<file path="src/rtl/core/fscm_pkg.sv">
// ----------------------------------------------------------------------------
// fscm_pkg: shared types and helpers for the force sensor calibration MAC
// Fixed field widths, multiplier status bundle and saturation helper.
// ----------------------------------------------------------------------------
`default_nettype none
package fscm_pkg;

  localparam int COEF_W = 32;  // Q16.16 coefficient
  localparam int RAW_W  = 16;  // raw gauge count
  localparam int PROD_W = 64;  // full 32x32 product
  localparam int ACC_W  = 64;  // axis accumulator

  typedef struct packed {
    logic busy;
    logic done;
  } mul_stat_t;

  // clamp a 64-bit signed value to 32 bits signed
  function automatic logic [31:0] sat32(input logic [63:0] x);
    logic [31:0] res;
    if (!x[63] && (|x[62:31])) begin
      res = 32'h7fff_ffff;
    end else if (x[63] && !(&x[62:31])) begin
      res = 32'h8000_0000;
    end else begin
      res = x[31:0];
    end
    return res;
  endfunction

endpackage
`default_nettype wire

</file>
<file path="src/rtl/core/fscm_ram.sv">
// ----------------------------------------------------------------------------
// fscm_ram: generic simple dual-port RAM
// One write port, one read port, registered read data.
// ----------------------------------------------------------------------------
`default_nettype none
module fscm_ram #(
  parameter int WIDTH = 32,
  parameter int DEPTH = 64
) (
  input  wire logic                     clk,
  input  wire logic                     we,
  input  wire logic [$clog2(DEPTH)-1:0] waddr,
  input  wire logic [WIDTH-1:0]         wdata,
  input  wire logic [$clog2(DEPTH)-1:0] raddr,
  output logic      [WIDTH-1:0]         rdata
);

  logic [WIDTH-1:0] mem_r [DEPTH];

  always_ff @(posedge clk) begin
    if (we) begin
      mem_r[waddr] <= wdata;
    end
    rdata <= mem_r[raddr];
  end

endmodule
`default_nettype wire

</file>
<file path="src/rtl/core/fscm_smul.sv">
// ----------------------------------------------------------------------------
// fscm_smul: bit-serial signed 32x32 multiplier
// Shift-add, one multiplier bit per cycle; MSB step subtracts.
// ----------------------------------------------------------------------------
`default_nettype none
module fscm_smul (
  input  wire logic               clk,
  input  wire logic               rst_n,
  input  wire logic               start,
  input  wire logic [31:0]        a,
  input  wire logic [31:0]        b,
  output fscm_pkg::mul_stat_t     stat,
  output logic      [63:0]        prod
);
  import fscm_pkg::*;

  logic [32:0] hi_r;
  logic [31:0] lo_r;
  logic [31:0] a_r;
  logic [4:0]  cnt_r;
  logic        busy_r;
  logic        done_r;
  logic [33:0] addend;
  logic [33:0] sum_nxt;

  always_comb begin
    addend = lo_r[0] ? {{2{a_r[31]}}, a_r} : 34'd0;
    if (cnt_r == 5'd31) begin
      sum_nxt = {hi_r[32], hi_r} - addend;   // sign bit has negative weight
    end else begin
      sum_nxt = {hi_r[32], hi_r} + addend;
    end
  end

  always_ff @(posedge clk) begin
    if (!rst_n) begin
      busy_r <= 1'b0;
      done_r <= 1'b0;
      cnt_r  <= 5'd0;
    end else begin
      done_r <= 1'b0;
      if (start) begin
        busy_r <= 1'b1;
        cnt_r  <= 5'd0;
      end else if (busy_r) begin
        cnt_r <= cnt_r + 5'd1;
        if (cnt_r == 5'd31) begin
          busy_r <= 1'b0;
          done_r <= 1'b1;
        end
      end
    end
  end

  always_ff @(posedge clk) begin
    if (start) begin
      hi_r <= 33'd0;
      lo_r <= b;
      a_r  <= a;
    end else if (busy_r) begin
      hi_r <= sum_nxt[33:1];
      lo_r <= {sum_nxt[0], lo_r[31:1]};
    end
  end

  assign stat.busy = busy_r;
  assign stat.done = done_r;
  assign prod      = {hi_r[31:0], lo_r};

endmodule
`default_nettype wire

</file>
<file path="src/rtl/core/force_sensor_calibration_mac.sv">
// ----------------------------------------------------------------------------
// force_sensor_calibration_mac: 6-axis style gauge-to-force calibration
// Per-channel MAC against a 3 x (N+1) matrix, then bias, 3x3 compensation,
// offset removal and Q16.16 saturation of Fx, Fy, Fz.
// ----------------------------------------------------------------------------
// Usage: load coefficients first with tuser[0]=0 requests (slot in coef_index),
// then send samples (tuser[0]=1), one channel per request, first_channel set on
// channel 0. All products go through one bit-serial 32x32 multiplier; a sample
// request runs three products plus read and accumulate steps, and no new
// request is taken until it is done. The last channel of a set adds 3 bias
// steps and 9 compensation products. A load request writes the table and the
// block stays ready. A finished result waits in the output register while
// the next requests are taken; only the end of the following set stalls on it.
// An invalid channel anywhere in the set gives zero forces with force_invalid.
// ----------------------------------------------------------------------------
`default_nettype none
module force_sensor_calibration_mac #(
  parameter int RAW_CHANNELS = 12,
  parameter int COEF_DEPTH   = 64
) (
  input  wire logic         clk,
  input  wire logic         rst_n,
  input  wire logic         in_tvalid,
  output logic              in_tready,
  // [5:0] coef_index, [37:6] coef_value, [53:38] raw_value,
  // [54] first_channel, [55] zero pad
  input  wire logic [55:0]  in_tdata,
  // [0] req_type, [1] raw_invalid
  input  wire logic [1:0]   in_tuser,
  output logic              out_tvalid,
  input  wire logic         out_tready,
  // [31:0] force_x, [63:32] force_y, [95:64] force_z
  output logic      [95:0]  out_tdata,
  // [0] force_invalid
  output logic      [0:0]   out_tuser
);
  import fscm_pkg::*;

  localparam int CAL_COLS  = RAW_CHANNELS + 1;
  localparam int COMP_BASE = 3 * CAL_COLS;
  localparam int OFS_BASE  = COMP_BASE + 9;
  localparam int AW        = $clog2(COEF_DEPTH);
  localparam int CW        = (RAW_CHANNELS > 1) ? $clog2(RAW_CHANNELS) : 1;
  // accumulators start at the rounding bias of the final >>12
  localparam logic [ACC_W-1:0] ACC_INIT = 64'd2048;
  localparam logic [65:0]      GACC_INIT = 66'h8000;

  localparam logic [3:0] S_IDLE       = 4'd0;
  localparam logic [3:0] S_MAC_RD     = 4'd1;
  localparam logic [3:0] S_MAC_START  = 4'd2;
  localparam logic [3:0] S_MAC_RUN    = 4'd3;
  localparam logic [3:0] S_BIAS_RD    = 4'd4;
  localparam logic [3:0] S_BIAS_EX    = 4'd5;
  localparam logic [3:0] S_COMP_RD    = 4'd6;
  localparam logic [3:0] S_COMP_START = 4'd7;
  localparam logic [3:0] S_COMP_RUN   = 4'd8;
  localparam logic [3:0] S_OFS_RD     = 4'd9;
  localparam logic [3:0] S_OFS_EX     = 4'd10;
  localparam logic [3:0] S_EMIT       = 4'd11;

  localparam logic REQ_LOAD = 1'b0;

  // request fields
  logic [5:0]        in_coef_index;
  logic [31:0]       in_coef_value;
  logic [15:0]       in_raw_value;
  logic              in_first_channel;
  logic              in_req_type;
  logic              in_raw_invalid;
  assign in_coef_index    = in_tdata[5:0];
  assign in_coef_value    = in_tdata[37:6];
  assign in_raw_value     = in_tdata[53:38];
  assign in_first_channel = in_tdata[54];
  assign in_req_type      = in_tuser[0];
  assign in_raw_invalid   = in_tuser[1];

  logic [3:0]        state_r;
  logic [CW-1:0]     ch_r;
  logic [1:0]        r_r;
  logic [1:0]        k_r;
  logic              inv_r;
  logic [RAW_W-1:0]  raw_r;
  logic [ACC_W-1:0]  acc_r [3];
  logic [31:0]       f_r   [3];
  logic [31:0]       g_r   [3];
  logic [65:0]       gacc_r;
  logic              out_valid_r;
  logic [95:0]       out_data_r;
  logic              out_inv_r;

  logic              accept;
  logic              ram_we;
  logic [AW-1:0]     ram_waddr;
  logic [AW-1:0]     ram_raddr;
  logic [COEF_W-1:0] ram_rdata;
  logic              mul_start;
  logic [31:0]       mul_b;
  mul_stat_t         mstat;
  logic [PROD_W-1:0] mul_prod;
  logic [63:0]       bias_sum;
  logic [63:0]       ofs_diff;
  logic              out_free;

  assign in_tready = (state_r == S_IDLE);
  assign accept    = in_tvalid && in_tready;
  assign out_free  = !out_valid_r || out_tready;

  // coefficient table
  assign ram_we    = accept && (in_req_type == REQ_LOAD) &&
                     ({2'b0, in_coef_index} < 8'(COEF_DEPTH));
  assign ram_waddr = AW'(in_coef_index);

  always_comb begin
    case (state_r)
      S_MAC_RD:  ram_raddr = AW'(r_r) * AW'(CAL_COLS) + AW'(ch_r);
      S_BIAS_RD: ram_raddr = AW'(r_r) * AW'(CAL_COLS) + AW'(RAW_CHANNELS);
      S_COMP_RD: ram_raddr = AW'(COMP_BASE) + AW'(r_r) * AW'(3) + AW'(k_r);
      S_OFS_RD:  ram_raddr = AW'(OFS_BASE) + AW'(r_r);
      default:   ram_raddr = '0;
    endcase
  end

  fscm_ram #(.WIDTH(COEF_W), .DEPTH(COEF_DEPTH)) u_coef_ram (
    .clk   (clk),
    .we    (ram_we),
    .waddr (ram_waddr),
    .wdata (in_coef_value),
    .raddr (ram_raddr),
    .rdata (ram_rdata)
  );

  // shared serial multiplier: coef * raw, or comp coef * rounded force
  assign mul_start = (state_r == S_MAC_START) || (state_r == S_COMP_START);
  assign mul_b     = (state_r == S_COMP_START) ? f_r[k_r] : {{16{raw_r[15]}}, raw_r};

  fscm_smul u_smul (
    .clk   (clk),
    .rst_n (rst_n),
    .start (mul_start),
    .a     (ram_rdata),
    .b     (mul_b),
    .stat  (mstat),
    .prod  (mul_prod)
  );

  // bias column at weight 4096, rounding already in the accumulator
  assign bias_sum = acc_r[r_r] + {{20{ram_rdata[31]}}, ram_rdata, 12'd0};
  // compensation sum rounded to Q16.16, minus offset
  assign ofs_diff = {{14{gacc_r[65]}}, gacc_r[65:16]} - {{32{ram_rdata[31]}}, ram_rdata};

  always_ff @(posedge clk) begin
    if (!rst_n) begin
      state_r     <= S_IDLE;
      ch_r        <= '0;
      r_r         <= 2'd0;
      k_r         <= 2'd0;
      inv_r       <= 1'b0;
      out_valid_r <= 1'b0;
      for (int i = 0; i < 3; i++) begin
        acc_r[i] <= ACC_INIT;
      end
    end else begin
      if (out_valid_r && out_tready) begin
        out_valid_r <= 1'b0;
      end
      case (state_r)
        S_IDLE: begin
          if (accept && (in_req_type != REQ_LOAD)) begin
            raw_r <= in_raw_value;
            r_r   <= 2'd0;
            if (in_first_channel) begin
              ch_r  <= '0;
              inv_r <= in_raw_invalid;
              for (int i = 0; i < 3; i++) begin
                acc_r[i] <= ACC_INIT;
              end
            end else begin
              inv_r <= inv_r | in_raw_invalid;
            end
            state_r <= S_MAC_RD;
          end
        end
        S_MAC_RD:    state_r <= S_MAC_START;
        S_MAC_START: state_r <= S_MAC_RUN;
        S_MAC_RUN: begin
          if (mstat.done) begin
            acc_r[r_r] <= acc_r[r_r] + mul_prod;
            if (r_r == 2'd2) begin
              r_r <= 2'd0;
              if (ch_r == CW'(RAW_CHANNELS - 1)) begin
                state_r <= S_BIAS_RD;
              end else begin
                ch_r    <= ch_r + CW'(1);
                state_r <= S_IDLE;
              end
            end else begin
              r_r     <= r_r + 2'd1;
              state_r <= S_MAC_RD;
            end
          end
        end
        S_BIAS_RD: state_r <= S_BIAS_EX;
        S_BIAS_EX: begin
          f_r[r_r] <= sat32({{12{bias_sum[63]}}, bias_sum[63:12]});
          if (r_r == 2'd2) begin
            r_r     <= 2'd0;
            k_r     <= 2'd0;
            gacc_r  <= GACC_INIT;
            state_r <= S_COMP_RD;
          end else begin
            r_r     <= r_r + 2'd1;
            state_r <= S_BIAS_RD;
          end
        end
        S_COMP_RD:    state_r <= S_COMP_START;
        S_COMP_START: state_r <= S_COMP_RUN;
        S_COMP_RUN: begin
          if (mstat.done) begin
            gacc_r <= gacc_r + {{2{mul_prod[63]}}, mul_prod};
            if (k_r == 2'd2) begin
              state_r <= S_OFS_RD;
            end else begin
              k_r     <= k_r + 2'd1;
              state_r <= S_COMP_RD;
            end
          end
        end
        S_OFS_RD: state_r <= S_OFS_EX;
        S_OFS_EX: begin
          g_r[r_r] <= sat32(ofs_diff);
          k_r      <= 2'd0;
          gacc_r   <= GACC_INIT;
          if (r_r == 2'd2) begin
            r_r     <= 2'd0;
            state_r <= S_EMIT;
          end else begin
            r_r     <= r_r + 2'd1;
            state_r <= S_COMP_RD;
          end
        end
        S_EMIT: begin
          if (out_free) begin
            out_valid_r <= 1'b1;
            out_inv_r   <= inv_r;
            out_data_r  <= inv_r ? 96'd0 : {g_r[2], g_r[1], g_r[0]};
            ch_r        <= '0;
            inv_r       <= 1'b0;
            for (int i = 0; i < 3; i++) begin
              acc_r[i] <= ACC_INIT;
            end
            state_r <= S_IDLE;
          end
        end
        default: state_r <= S_IDLE;
      endcase
    end
  end

  assign out_tvalid   = out_valid_r;
  assign out_tdata    = out_data_r;
  assign out_tuser[0] = out_inv_r;

  // a result request is raised only by the emit step
  a_emit_only: assert property (@(posedge clk) disable iff (!rst_n)
    $rose(out_valid_r) |-> $past(state_r) == S_EMIT)
    else $error("result raised outside emit step");

  // multiplier finishes only while the sequencer waits for it
  a_done_wait: assert property (@(posedge clk) disable iff (!rst_n)
    mstat.done |-> (state_r == S_MAC_RUN || state_r == S_COMP_RUN))
    else $error("multiplier result lost");

  // never start the multiplier while it is running
  a_start_idle: assert property (@(posedge clk) disable iff (!rst_n)
    mul_start |-> !mstat.busy)
    else $error("multiplier restarted while busy");

  // channel counter stays inside the set
  a_ch_range: assert property (@(posedge clk) disable iff (!rst_n)
    ch_r <= CW'(RAW_CHANNELS - 1))
    else $error("channel counter out of range");

endmodule
`default_nettype wire

</file>
<file path="config.mk">
export PLATFORM = sky130hd
export DESIGN_NAME = force_sensor_calibration_mac
export DESIGN_NICKNAME = d
export VERILOG_FILES = /design/src/rtl/core/fscm_pkg.sv /design/src/rtl/core/fscm_ram.sv /design/src/rtl/core/fscm_smul.sv /design/src/rtl/core/force_sensor_calibration_mac.sv
export SDC_FILE = /design/constraint.sdc
export NUM_CORES = 2
export LEC_CHECK = 0
export ABC_AREA = 1
export BUFFER_PORTS_ARGS = -buffer_cell sky130_fd_sc_hd__buf_4
export CORE_AREA = 3 3 456 458
export DETAILED_ROUTE_END_ITERATION = 7
export DIE_AREA = 0 0 459 461
export HOLD_SLACK_MARGIN = 0.1
export PLACE_DENSITY = 0.82
export SLEW_MARGIN = 20
export SYNTH_ARGS = -nofsm -noshare
export SYNTH_HDL_FRONTEND = slang
export SYNTH_SLANG_ARGS = --single-unit
</file>
<file path="constraint.sdc">
create_clock -name clk -period 29 [get_ports clk]
set_input_delay 5.8 -clock clk [delete_from_list [all_inputs] [get_ports clk]]
set_output_delay 5.8 -clock clk [all_outputs]
set_load 0.02 [all_outputs]
</file>
# ---- Yosys cells after proc, flatten, opt, wreduce, memory -nomap -nowiden
# Memory sizes are Yosys's and may differ from the RTL's. A register that Yosys moved wholly into a read port is not among the register bits.
# Index checks and enable logic that the tools add are counted.
dict set report op_classes {
  mux 87
  n_mul 2
  n_eq_ne 24
  bitwise 10
  add_sub_neg 15
  n_reduce_logical 37
}
# operator n
set op_table {}
lappend op_table {{$mux 64} 7}
lappend op_table {{$mux 32} 11}
lappend op_table {{$pmux 66 s3} 1}
lappend op_table {{$mux 66} 2}
lappend op_table {{$add 64x64->64} 2}
lappend op_table {{$mux 34} 2}
lappend op_table {{$add 66x66->66} 1}
lappend op_table {{$reduce_or 64->1} 1}
lappend op_table {{$sub 50x32->51} 1}
lappend op_table {{$mux 4} 12}
lappend op_table {{$pmux 4 s12} 1}
lappend op_table {{$add 34x34->34} 1}
lappend op_table {{$sub 34x34->34} 1}
lappend op_table {{$mux 1} 33}
lappend op_table {{$reduce_and 32->1} 1}
lappend op_table {{$reduce_or 32->1} 1}
lappend op_table {{$mux 2} 12}
lappend op_table {{$pmux 6 s4} 1}
lappend op_table {{$reduce_and 21->1} 1}
lappend op_table {{$reduce_or 21->1} 1}
lappend op_table {{$eq 4x4->1 const B} 5}
lappend op_table {{$eq 4x3->1 const B} 4}
lappend op_table {{$pmux 2 s3} 2}
lappend op_table {{$pmux 4 s3} 1}
lappend op_table {{31 further kinds} 70}
dict set report word_totals {
  inputBits 62
  ff_bits 201
  n_memories 4
  ramBits 2432
  wordCells 194
}
# memory words width rd rd_ports_with_merged_regs write_ports line
set memory_table {}
lappend memory_table {u_coef_ram.mem_r 64 32 1 1 1 fscm_ram.sv:18} ;# logic [WIDTH-1:0] mem_r [DEPTH];
lappend memory_table {acc_r 3 64 1 1 3 force_sensor_calibration_mac.sv:83} ;# logic [ACC_W-1:0] acc_r [3];
lappend memory_table {f_r 3 32 1 1 1 force_sensor_calibration_mac.sv:84} ;# logic [31:0] f_r [3];
lappend memory_table {g_r 3 32 3 3 1 force_sensor_calibration_mac.sv:85} ;# logic [31:0] g_r [3];

# ---- Depth between registers and ports, before layout
dict set report logic_depth {
  ltp_word 10
  depth_mapped 28
  mapped_depth_nobuf 27
}

# ---- Modules after synthesis
# From an unflattened synthesis, not the netlist that was laid out.
dict set report unflattened {
  cells_unflattened 13387
  hier_area_um2 133102.7
}
# module instances cells_per_inst area_each_um2
set by_module_without_submodules {}
lappend by_module_without_submodules {fscm_ram 1 6769 82738.1}
lappend by_module_without_submodules {force_sensor_calibration_mac 1 5641 43193.9}
lappend by_module_without_submodules {fscm_smul 1 977 7170.6}

# ---- Worst setup path before layout
# OpenSTA, ideal clock, no wires.
dict set report synth_path {
  path_type {input port to flip-flop}
  startpoint {in rst_n}
  endpoint {reg out_data_r[0] (netlist: out_tdata[0]) (enable)}
  path_buffers 1
  setup_time_ps 671
  stages 3
  slack_ps 15639
  t_required_ps 28329
  arrival_time_ps 12690
  path_cell_list {inv_1 -> clkbuf_1 -> nor3_1}
}
dict set report synth_between {
  elab_chain_cells 1
}
# element line
set synth_lines {}
lappend synth_lines {{start, declared} force_sensor_calibration_mac.sv:22} ;# input wire logic rst_n,
lappend synth_lines {{$reduce_and 3->1 (no line)} --}
lappend synth_lines {{end signal, assigned} force_sensor_calibration_mac.sv:245} ;# out_data_r <= inv_r ? 96'd0 : {g_r[2], g_r[1], g_r[0]};
lappend synth_lines {{end, declared} force_sensor_calibration_mac.sv:88} ;# logic [95:0] out_data_r;
# No other way between the ends.
# A chain may end at the register's enable or synchronous reset.

# ---- Final worst setup path
dict set report layout_path {
  startpoint {in in_tvalid}
  endpoint {mem u_coef_ram.mem_r[12][9] (enable)}
}
dict set report layout_between {
  elab_chain_cells 4
}
# element line
set layout_lines {}
lappend layout_lines {{start, declared} force_sensor_calibration_mac.sv:23} ;# input wire logic in_tvalid,
lappend layout_lines {{$logic_and 1x1->1} force_sensor_calibration_mac.sv:105} ;# assign accept = in_tvalid && in_tready;
lappend layout_lines {{$logic_and 1x1->1} force_sensor_calibration_mac.sv:109} ;# assign ram_we = accept && (in_req_type == REQ_LOAD) &&
lappend layout_lines {{$mux 1} fscm_ram.sv:21} ;# if (we) begin
lappend layout_lines {{$mux 1 (not written as such)} fscm_ram.sv:22} ;# mem_r[waddr] <= wdata;
lappend layout_lines {{end, declared} fscm_ram.sv:18}
# No other way between the ends.

==> results.txt <==
* Worst path required time: roughly 30 ns
* Category of the worst setup path launch point: input port
* Die boundary height: approximately 460 um
- The die is about 460 um wide.
* Half-perimeter wire length after detailed placement: around 230000 um
- Worst Path Arrival: about 9.0 ns
* Overall routing resource usage: a little over a third
- The number of hold violations in the final report was 0.
- Number of pins exceeding their max-slew limit in the final report: 0
* Internal power consumption: a little under 9000 uW
* Crit path max fanout: 17
- The congestion estimate from routability-driven global placement came to about 1.0.
* Warnings, synthesis: 0
* Register bit total from synthesis: 2829
- Avg Synthesized Cell Area: 11.0 sq um
- Unrepaired setup endpoints after global routing: no
* Delay of the slowest critical-path stage: about 0.84 ns
- The count of nets left with antenna violations once routing finished came out at 0.
- The clock passes through at most 4 buffers.
- The tightest min-delay check is of the register to register type.
- PwrDens: 101 nW/um^2
- The clock period could shrink to 8.41 ns.
- Worst slack after detailed placement: about 20 ns
* Largest net degree at the start of global routing: 213
- Initial Util: 65.0%
- Sequential element share of the synthesized area: between 60% and 70%
- The slowest stage of the critical path is the sky130_fd_sc_hd__nor2_4 cell.
- Routed vias/inst: approximately 6.3
* Pre-antenna DRT Iters: 7
* WHS: ~0.5 ns
* Most area-consuming cells after synthesis: sky130_fd_sc_hd__edfxtp_1 (62%), sky130_fd_sc_hd__o211ai_1 (5.8%), sky130_fd_sc_hd__nand2_1 (4.4%)
- Wire length of the first global-routing pass: 555000 um
- Synthesis instantiated 64 different standard cells from the library.
- Standard cell core area: between 200000 and 250000 sq um
- Row generation in the floorplan step produced between 150 and 200 rows.
* CP cell instances: buf_4, inv_1, nor2_2, nand2_1, nor2_1, nand3_1, nor2_4, buf_4
* Peak clock frequency supported by timing: around 120 MHz
- Setup violations remaining at the end of the flow were counted as 0.
- Combinational fraction of design power: between 30% and 40%
- The root buffer cell chosen for the clock tree is sky130_fd_sc_hd__clkbuf_16.
* Kind of critical path: input port to register
- The share of total power dissipated in sequential elements is 35.8%.
* DR WL/cell: 25.1 um
- TritonCTS clock tree: built
* Growth of design area from synthesis to finish: 9.90%
- Overflow left after global routing: 0
* Post-synthesis instance total: 12100
- Cells with a size suffix above 1 make up 11.5% of the layout.
* Dominant cell type by count on the critical path: sky130_fd_sc_hd__buf_4
- Main flop type after synthesis: sky130_fd_sc_hd__edfxtp_1
- Clock-pin slew was measured on the worst setup and hold paths at about 0.06 ns.
* Sw power: 5960 uW
- Worst setup margin: around 21 ns
* Remaining DRCs: 0
* Share of power burned in the clock network: between 20% and 30%
* Vias: approximately 95000
- Later-pin clock latency in the skew report: approximately 0.95 ns
* Headroom to the max-slew limit: 19.7%
* Total clock buffers created by CTS: ~300
- Post-CTS setup repair buffer count: 0
- Port buffering added 159 buffers.
* IO Count: approximately 160
- For this run, asynchronously set or reset flops after synthesis account for 0%.
- Worst clock skew: just over 0.1 ns
- The biggest area contributor in the post-synthesis netlist is sky130_fd_sc_hd__edfxtp_1.
- The cell family contributing the most delay on the critical path is simple AND/OR/NAND/NOR gates.
- In this run the cell area of the synthesized design comes to 133000 sq um.
* Static leakage power: between 0.05 and 0.06 uW
- Crit path capture type: register
- The clock drives around 2800 sinks.
- Routed wire length: 378000 um
- Area share of the leading cell type in the synthesized netlist: between 60% and 70%
- Setup total negative slack on the finished layout was measured at 0 ns.
- Deepest level of the CTS H-tree: 5
- Final worst path period share: roughly 29%
- Syn Nets: between 10000 and 15000
- Nets@finish: approximately 12000
- Slew at the pin with the worst max-slew slack: approximately 1.2 ns
* Iteration-0 DRC Markers: between 10000 and 15000
- Number of antenna violations at the first check in global routing: 13
- Resized cells post-CTS: 0
* Status: finished, final reports clean
- Together, buffers and inverters on the worst path number 3.
- In this run, post-CTS hold repair placed 0 buffers.
- Yosys mapped a number of flops with a built-in enable equal to around 2700.
* Setup slack of the worst register-to-register path: approximately 22 ns
- MaxCap Viol Count: 0
- Sw frac: 40.4%
- After filler insertion, the fill cell instance count of the layout stands at around 14000.
* Die outline area: 212000 sq um
* Vias in the first global route: ~91000
* Maximum vdd ir drop: about 0.00009 V
stage by stage:
step	instance area, sq um	cells	util [%]	power [uW]
floorplan	133000	12100	-	9030
global placement	137000	14500	66.9	10800
detailed placement	137000	14500	66.9	11000
CTS	146000	15000	71.4	14600
global route	146000	15000	71.4	15500
finish	146000	15000	71.4	14700
area by class of cell:
type                       instances  area, sq um  share of cell area (%)
sequential                      2829        84100                    57.6
multi-input combinational       7556        42700                    29.2
clock buffer                     373         7910                    5.42
inverter                        1122         4220                    2.89
tap                             2688         3360                    2.30
timing repair buffer             308         2380                    1.63
clock inverter                   140         1300                   0.890
antenna                           15         37.5                  0.0257
synthesized netlist by cell type (47+ instances only):
| library cell | count |
|---|---|
| sky130_fd_sc_hd__o21ai_1 | 108 |
| sky130_fd_sc_hd__nor2_1 | 1500 |
| sky130_fd_sc_hd__nor3_1 | 52 |
| sky130_fd_sc_hd__clkbuf_1 | 333 |
| sky130_fd_sc_hd__nand3_1 | 371 |
| sky130_fd_sc_hd__nand2_1 | 1566 |
| sky130_fd_sc_hd__ha_1 | 281 |
| sky130_fd_sc_hd__or2_1 | 47 |
| sky130_fd_sc_hd__o21ai_0 | 650 |
| sky130_fd_sc_hd__edfxtp_1 | 2739 |
| sky130_fd_sc_hd__o22ai_1 | 62 |
| sky130_fd_sc_hd__buf_2 | 183 |
| sky130_fd_sc_hd__o21bai_1 | 323 |
| sky130_fd_sc_hd__o31ai_1 | 67 |
| sky130_fd_sc_hd__dfxtp_1 | 90 |
| sky130_fd_sc_hd__o211ai_1 | 1032 |
| sky130_fd_sc_hd__a31oi_1 | 59 |
| sky130_fd_sc_hd__xor2_1 | 109 |
| sky130_fd_sc_hd__a21oi_1 | 428 |
| sky130_fd_sc_hd__inv_1 | 1112 |
| sky130_fd_sc_hd__or2_2 | 564 |
| sky130_fd_sc_hd__xnor2_1 | 64 |
worst reg2reg max path: cells and delay by family, from the launching register on:
kind / cells / cell delay [ns]
buf+inv: 5 / 3.63
compound gates: 4 / 0.88
simple gates: 5 / 0.66
fa+ha+maj: 2 / 0.66
flops: 1 / 0.57
xor+xnor: 2 / 0.42
flip-flops by register name, indices dropped and copies added, names as in the netlist, 33 cells and up, named ones only:
signal and count:
f_r 96, u_coef_ram.mem_r 2048, u_smul.hi_r 33, out_tdata 96, g_r 96, gacc_r 66
acc_r 256
layer usage:
layer | vias up | GRT usage (%) | share of wire, %
met1 | 45700 | 45.7 | 37
met2 | 5420 | 56.5 | 47
met5 | - | 0 | 0.022
met3 | 1047 | 6.44 | 10
met4 | 14 | 18.2 | 5.8
li1 | 43000 | - | -
placed cells by master (no fill, tap or decap), types with 54 or more instances in the layout:
cell type	count
sky130_fd_sc_hd__buf_4	303
sky130_fd_sc_hd__o211ai_1	1032
sky130_fd_sc_hd__o21ai_0	650
sky130_fd_sc_hd__dfxtp_1	86
sky130_fd_sc_hd__clkbuf_16	305
sky130_fd_sc_hd__inv_1	1107
sky130_fd_sc_hd__o21ai_1	108
sky130_fd_sc_hd__or2_2	564
sky130_fd_sc_hd__a21oi_1	428
sky130_fd_sc_hd__xor2_1	109
sky130_fd_sc_hd__nor2_4	75
sky130_fd_sc_hd__clkbuf_1	66
sky130_fd_sc_hd__o31ai_1	67
sky130_fd_sc_hd__nand3_1	371
sky130_fd_sc_hd__nand2_1	1561
sky130_fd_sc_hd__o22ai_1	62
sky130_fd_sc_hd__clkinv_1	54
sky130_fd_sc_hd__a31oi_1	59
sky130_fd_sc_hd__o21bai_1	323
sky130_fd_sc_hd__xnor2_1	64
sky130_fd_sc_hd__ha_1	281
sky130_fd_sc_hd__edfxtp_1	2739
sky130_fd_sc_hd__nor2_1	1426
power groups by stage:
stage | Sequential, uW | Clock (uW) | Combinational (uW)
after global placement | 5340 | 0 | 5500
after floorplan | 5160 | 0 | 3870
after CTS | 5270 | 3690 | 5690
after global routing | 5270 | 3850 | 6350
final | 5280 | 3670 | 5800
after detailed placement | 5350 | 0 | 5640
kinds of logic (layout without fill, tap and decap cells):
family	count (synthesis)	after routing	synth area share [%]
other	0	15	0
buffers and inverters	1689	1943	5.02
muxes	32	32	0.271
AOI/OAI and AO/OA	2838	2838	13.7
xor gates and xnor gates	173	173	1.14
DFF	2829	2829	63.3
and+or+nand+nor	4225	4225	13.8
adders and majority gates	288	288	2.75
path summary, 6_finish.rpt:
check                                     from                           endpoint  cells after the start
hold reg to reg   u_smul.cnt_r[4]$_SDFFE_PP0P_       u_smul.cnt_r[4]$_SDFFE_PP0P_                      2
setup / recovery                     in_tvalid  u_coef_ram.mem_r[12][9]$_DFFE_PP_                      8
hold / removal    u_smul.cnt_r[4]$_SDFFE_PP0P_       u_smul.cnt_r[4]$_SDFFE_PP0P_                      2
setup reg to reg           r_r[0]$_SDFFE_PN0P_       u_coef_ram.rdata[10]$_DFF_P_                     18
No activity file was read; power rests on OpenSTA's default activity.
